File: src/rtl/lzwc_pkg.sv
// package: constants, payload types and controller command/status structs for the lzw compressor
package lzwc_pkg;

  localparam int MAX_CODES  = 4096;
  localparam int HASH_SLOTS = 8192;
  localparam int FIRST_CODE = 256;

  localparam int CODE_W = 12;
  localparam int BYTE_W = 8;
  localparam int HASH_W = $clog2(HASH_SLOTS);
  localparam int NFC_W  = $clog2(MAX_CODES) + 1;
  localparam int SLOT_W = 1 + CODE_W + BYTE_W + CODE_W;

  localparam logic [31:0] HASH_MULT = 32'd2654435761;

  typedef struct packed {
    logic [BYTE_W-1:0] data_byte;
    logic              last_byte;
  } in_beat_t;

  typedef struct packed {
    logic [CODE_W-1:0] code;
    logic              end_of_stream;
  } out_beat_t;

  typedef struct packed {
    logic clr_wr;
    logic take_in;
    logic start_match;
    logic home;
    logic probe_next;
    logic hit_take;
    logic insert;
    logic emit_miss;
    logic emit_last;
  } cmd_t;

  typedef struct packed {
    logic clr_done;
    logic match_active;
    logic last;
    logic slot_valid;
    logic key_eq;
    logic probe_full;
    logic room;
    logic out_free;
  } sts_t;

endpackage

File: src/rtl/lzwc_ctrl.sv
// controller: sequences clear sweep, hash lookup, probing, insert and emission
module lzwc_ctrl (
  input  logic           clk,
  input  logic           rst_n,
  input  logic           in_valid,
  output logic           in_stall,
  input  lzwc_pkg::sts_t sts,
  output lzwc_pkg::cmd_t cmd
);

  localparam logic [2:0] ST_CLEAR     = 3'd0;
  localparam logic [2:0] ST_IDLE      = 3'd1;
  localparam logic [2:0] ST_START     = 3'd2;
  localparam logic [2:0] ST_HOME      = 3'd3;
  localparam logic [2:0] ST_READ      = 3'd4;
  localparam logic [2:0] ST_CHECK     = 3'd5;
  localparam logic [2:0] ST_EMIT_MISS = 3'd6;
  localparam logic [2:0] ST_EMIT_LAST = 3'd7;

  logic [2:0] state_r, state_nxt;

  assign in_stall = state_r != ST_IDLE;

  always_comb begin
    cmd       = '0;
    state_nxt = state_r;
    case (state_r)
      ST_CLEAR: begin
        if (sts.clr_done) begin
          state_nxt = ST_IDLE;
        end else begin
          cmd.clr_wr = 1'b1;
        end
      end
      ST_IDLE: begin
        if (in_valid) begin
          cmd.take_in = 1'b1;
          state_nxt   = ST_START;
        end
      end
      ST_START: begin
        if (!sts.match_active) begin
          cmd.start_match = 1'b1;
          state_nxt       = sts.last ? ST_EMIT_LAST : ST_IDLE;
        end else begin
          state_nxt = ST_HOME;
        end
      end
      ST_HOME: begin
        cmd.home  = 1'b1;
        state_nxt = ST_READ;
      end
      ST_READ: begin
        state_nxt = ST_CHECK;
      end
      ST_CHECK: begin
        if (!sts.slot_valid) begin
          cmd.insert = sts.room;
          state_nxt  = ST_EMIT_MISS;
        end else if (sts.key_eq) begin
          cmd.hit_take = 1'b1;
          state_nxt    = sts.last ? ST_EMIT_LAST : ST_IDLE;
        end else if (sts.probe_full) begin
          state_nxt = ST_EMIT_MISS;
        end else begin
          cmd.probe_next = 1'b1;
          state_nxt      = ST_READ;
        end
      end
      ST_EMIT_MISS: begin
        if (sts.out_free) begin
          cmd.emit_miss = 1'b1;
          state_nxt     = sts.last ? ST_EMIT_LAST : ST_IDLE;
        end
      end
      ST_EMIT_LAST: begin
        if (sts.out_free) begin
          cmd.emit_last = 1'b1;
          state_nxt     = ST_IDLE;
        end
      end
      default: begin
        state_nxt = ST_IDLE;
      end
    endcase
  end

  always_ff @(posedge clk) begin
    if (!rst_n) begin
      state_r <= ST_CLEAR;
    end else begin
      state_r <= state_nxt;
    end
  end

endmodule

File: config.mk
export PLATFORM = sky130hd
export DESIGN_NAME = lzwc_ctrl
export DESIGN_NICKNAME = d
export VERILOG_FILES = /design/src/rtl/lzwc_pkg.sv /design/src/rtl/lzwc_ctrl.sv
export SDC_FILE = /design/constraint.sdc
export NUM_CORES = 1
export LEC_CHECK = 0
export BUFFER_PORTS_ARGS = -buffer_cell sky130_fd_sc_hd__buf_2
export CAP_MARGIN = 5
export CELL_PAD_IN_SITES_DETAIL_PLACEMENT = 0
export CELL_PAD_IN_SITES_GLOBAL_PLACEMENT = 1
export CORE_MARGIN = 3
export CORE_UTILIZATION = 26
export DETAILED_ROUTE_END_ITERATION = 6
export GPL_TIMING_DRIVEN = 0
export PLACE_DENSITY_LB_ADDON = 0.12
export SYNTH_ARGS = -nofsm -noshare
export SYNTH_HDL_FRONTEND = slang
export SYNTH_SLANG_ARGS = --single-unit
File: constraint.sdc
create_clock -name clk -period 1.1 [get_ports clk]
set_input_delay 0.11 -clock clk [delete_from_list [all_inputs] [get_ports clk]]
set_output_delay 0.11 -clock clk [all_outputs]
set_load 0.02 [all_outputs]
==> results.md <==
- Run status: finished with violations
- Failing checks: negative setup slack
- Most frequent cells in the layout: buf_4 (14), buf_2 (11), buf_6 (9)
- Dpl cells: 79
- Reg2reg start: state_r[1]
- Largest regs: state_r x3
- Post-route DRC: 0
- Setup slack, reg-to-reg: -0.16 ns
- RSZ-0062 raised after global routing: yes
- Detailed Place HPWL: between 700 and 800 µm
- Post-synth cell types: 28
- Final Util: 60.4%
- Endpoints failing setup: 13
- Global placement routability congestion: 0.711
- CTS tree: built
- Highest-delay cell along the critical path: dfxtp_2
- Top_reg_cell synth: dfxtp_1
- Setup ws final: -0.244 ns
- Ant. Diodes: 0
- Tmin final: 1.34 ns
- Top Family by Delay on Critical Path: simple AND/OR/NAND/NOR gates
- Worst R2R End: state_r[1]
- Pint: 0.346 mW
- Nets: 93
- Critical path origin: state_r[1]
- Clk slew on worst S/H paths: 0.04 ns
- Switching Share: a little under a third
- CP Capture Point: cmd[4]
- Largest net degree at the start of global routing: 8
- Root Buffer: clkbuf_4
- Reg power frac: 23.0%
- WP depth: 4
- Largest reg by FF count: state_r
- Slew HR: around 85%
- Crit share post-route: 122%
- Synthesized Nets: 55
- DR vias/cell: 4.98
- Design area: about 800 µm²
- Die height: 44.4 µm
- Most common cell after layout, fill and taps aside: buf_4
- Post-Place Cell Area: 526 µm²
- Syn. warnings: 0
- Syn_area_per_cell: just under 9 µm²
- Total GRT Usage: about 14%
- Critical path required time: approximately 0.99 ns
- Worst Tran Pin Value: 0.223 ns
- First-pass GRT wire length: approximately 2000 µm
- Non-Filler Instances: 96
- Worst-path maximum fanout: 4
- Initial core utilization: 28.5%
- Vias in the first global route: 454
- Worst Skew: 0.000950 ns
- Total wire length: 1260 µm
- Worst Reg2Reg Path Length in Cells: 6
- Comb power frac: a little under two fifths
- ANT nets after route: 0
- Seq/Total Area, Yosys: 15.6%
- Final Slew Violations: 0
- 1st-pass router iterations: 4
- Ports: 21
- Die W: 44.4 µm
- Crit-path max cell delay: 0.31 ns
- Htree depth: 1
- Initial antenna violation count: 0
- Power per cell area: 618 mW/mm²
- Number of buffers created by CTS: 3
- CP arrival: 1.23 ns
- Average wire per standard cell: 13.2 µm
- CP Class: flip-flop to primary output
- Tightest Hold Check Type: input pin to flip-flop
- Yosys reg bits: 3
- Setup TNS: -1.99 ns
- Fmax: 0.744 GHz
- Synth async-reset ratio: 0%
- Final hold violations: 0
- Sw Pwr: 0.158 mW
- Port bufs: 20
- Die area: ~0.0020 mm²
- Clock tree buffer depth: 2
- Clk Latency, worst-skew pair: 0.24 ns
- Setup crit start kind: flip-flop
- Clock share of power: 40.3%
- CP bufs+invs: 2
- Clk sink count: 3
- Largest register FFs: 3
- 1st-iter DRT viols: 15
- Synthesized cell area: 384 µm²
- Layout cells sized above 1: 80.2%
- Number of flops mapped to enable cells by yosys: 0
- Total grt overflow: 0
- Area growth from synthesis to layout: 112%
- Max capacitance violation total: 0
- Core Box Area: 0.00135 mm²
- Cts hold-fix bufs: 0
- Syn Inst Count: 44
- Vias: between 400 and 500
- CP cell instances: buf_6, nand3b_4, nor4b_2, buf_2
- Static leakage: 0.370 nW
- Crit end category: primary output
- Maximum vdd ir drop: between 0.0005 and 0.0006 V
- Num rows: 13
[cell usage after synthesis (all sizes together) (2+ instances only)]
master | instances | share of area (%)
dfxtp | 3 | 16
a21o | 3 | 5.9
nor3b | 2 | 5.2
inv | 2 | 2.0
nand2b | 2 | 3.3
buf | 3 | 7.8
a21oi | 3 | 3.9
nand2 | 4 | 3.9
nor2 | 5 | 4.9
nand3b | 2 | 7.2
[area by class of cell]
class / count / area (µm²)
sequential: 3 / 66.3
timing repair buffer: 33 / 259
tap: 15 / 18.8
clock buffer: 4 / 26.3
fill: 118 / 534
multi-input combinational: 36 / 395
inverter: 2 / 7.51
buffer: 3 / 42.5
[layer usage]
layer | part of all wire, % | GRT usage [%] | wire length, µm | vias up
li1 | - | - | - | 239
met1 | 42 | 17.2 | 535 | 212
met2 | 47 | 23.3 | 594 | 22
met3 | 8.6 | 6.50 | 109 | 5
met4 | 2.0 | 1.81 | 25 | 0
met5 | 0 | 0 | 0 | -
[cell families after synthesis]
family	count (synthesis)	synth area share (%)
flip-flops	3	15.6
multiplexers	1	2.61
AO/OA/AOI/OAI	12	33.2
buffers and inverters	5	9.77
AND/OR/NAND/NOR	23	38.8
[worst register-to-register path, cell delays in order, from the launching register on]
cell and delay [ns]:
dfxtp_2 0.31, buf_6 0.12, buf_4 0.15, buf_6 0.13, a211o_4 0.27, o211ai_4 0.08, a41oi_2 0.06
[worst min-delay path by stage]
stage	start	endpoint	cells past startpoint
global placement	rst_n	state_r[1]	3
CTS	rst_n	state_r[2]	3
global route	rst_n	state_r[2]	3
finish	rst_n	state_r[2]	3
floorplan	rst_n	state_r[1]	2
detailed placement	rst_n	state_r[2]	3
[power groups by stage]
stage / combinational (mW) / sequential (mW) / clock (mW)
floorplan: 0.0797 / 0.117 / 0
global placement: 0.127 / 0.118 / 0
detailed placement: 0.126 / 0.118 / 0
CTS: 0.173 / 0.115 / 0.208
global route: 0.197 / 0.116 / 0.231
finish: 0.185 / 0.116 / 0.203
[through the flow]
step                      hold WS (ns)  power (mW)  worst slack (ns)
after floorplan                  0.254       0.197           -0.0854
after global placement           0.407       0.245           -0.0709
after detailed placement         0.405       0.243           -0.0818
after CTS                        0.156       0.496            -0.259
after global routing             0.158       0.545            -0.295
final                            0.161       0.504            -0.244
[what timing repair did]
action	in CTS	in global routing
setup buffers	11	2
pin swaps	7	7
gates resized for setup	27	15
hold endpoints to repair	0	0
setup endpoints to repair	13	13
No activity file was read; power rests on OpenSTA's default activity.
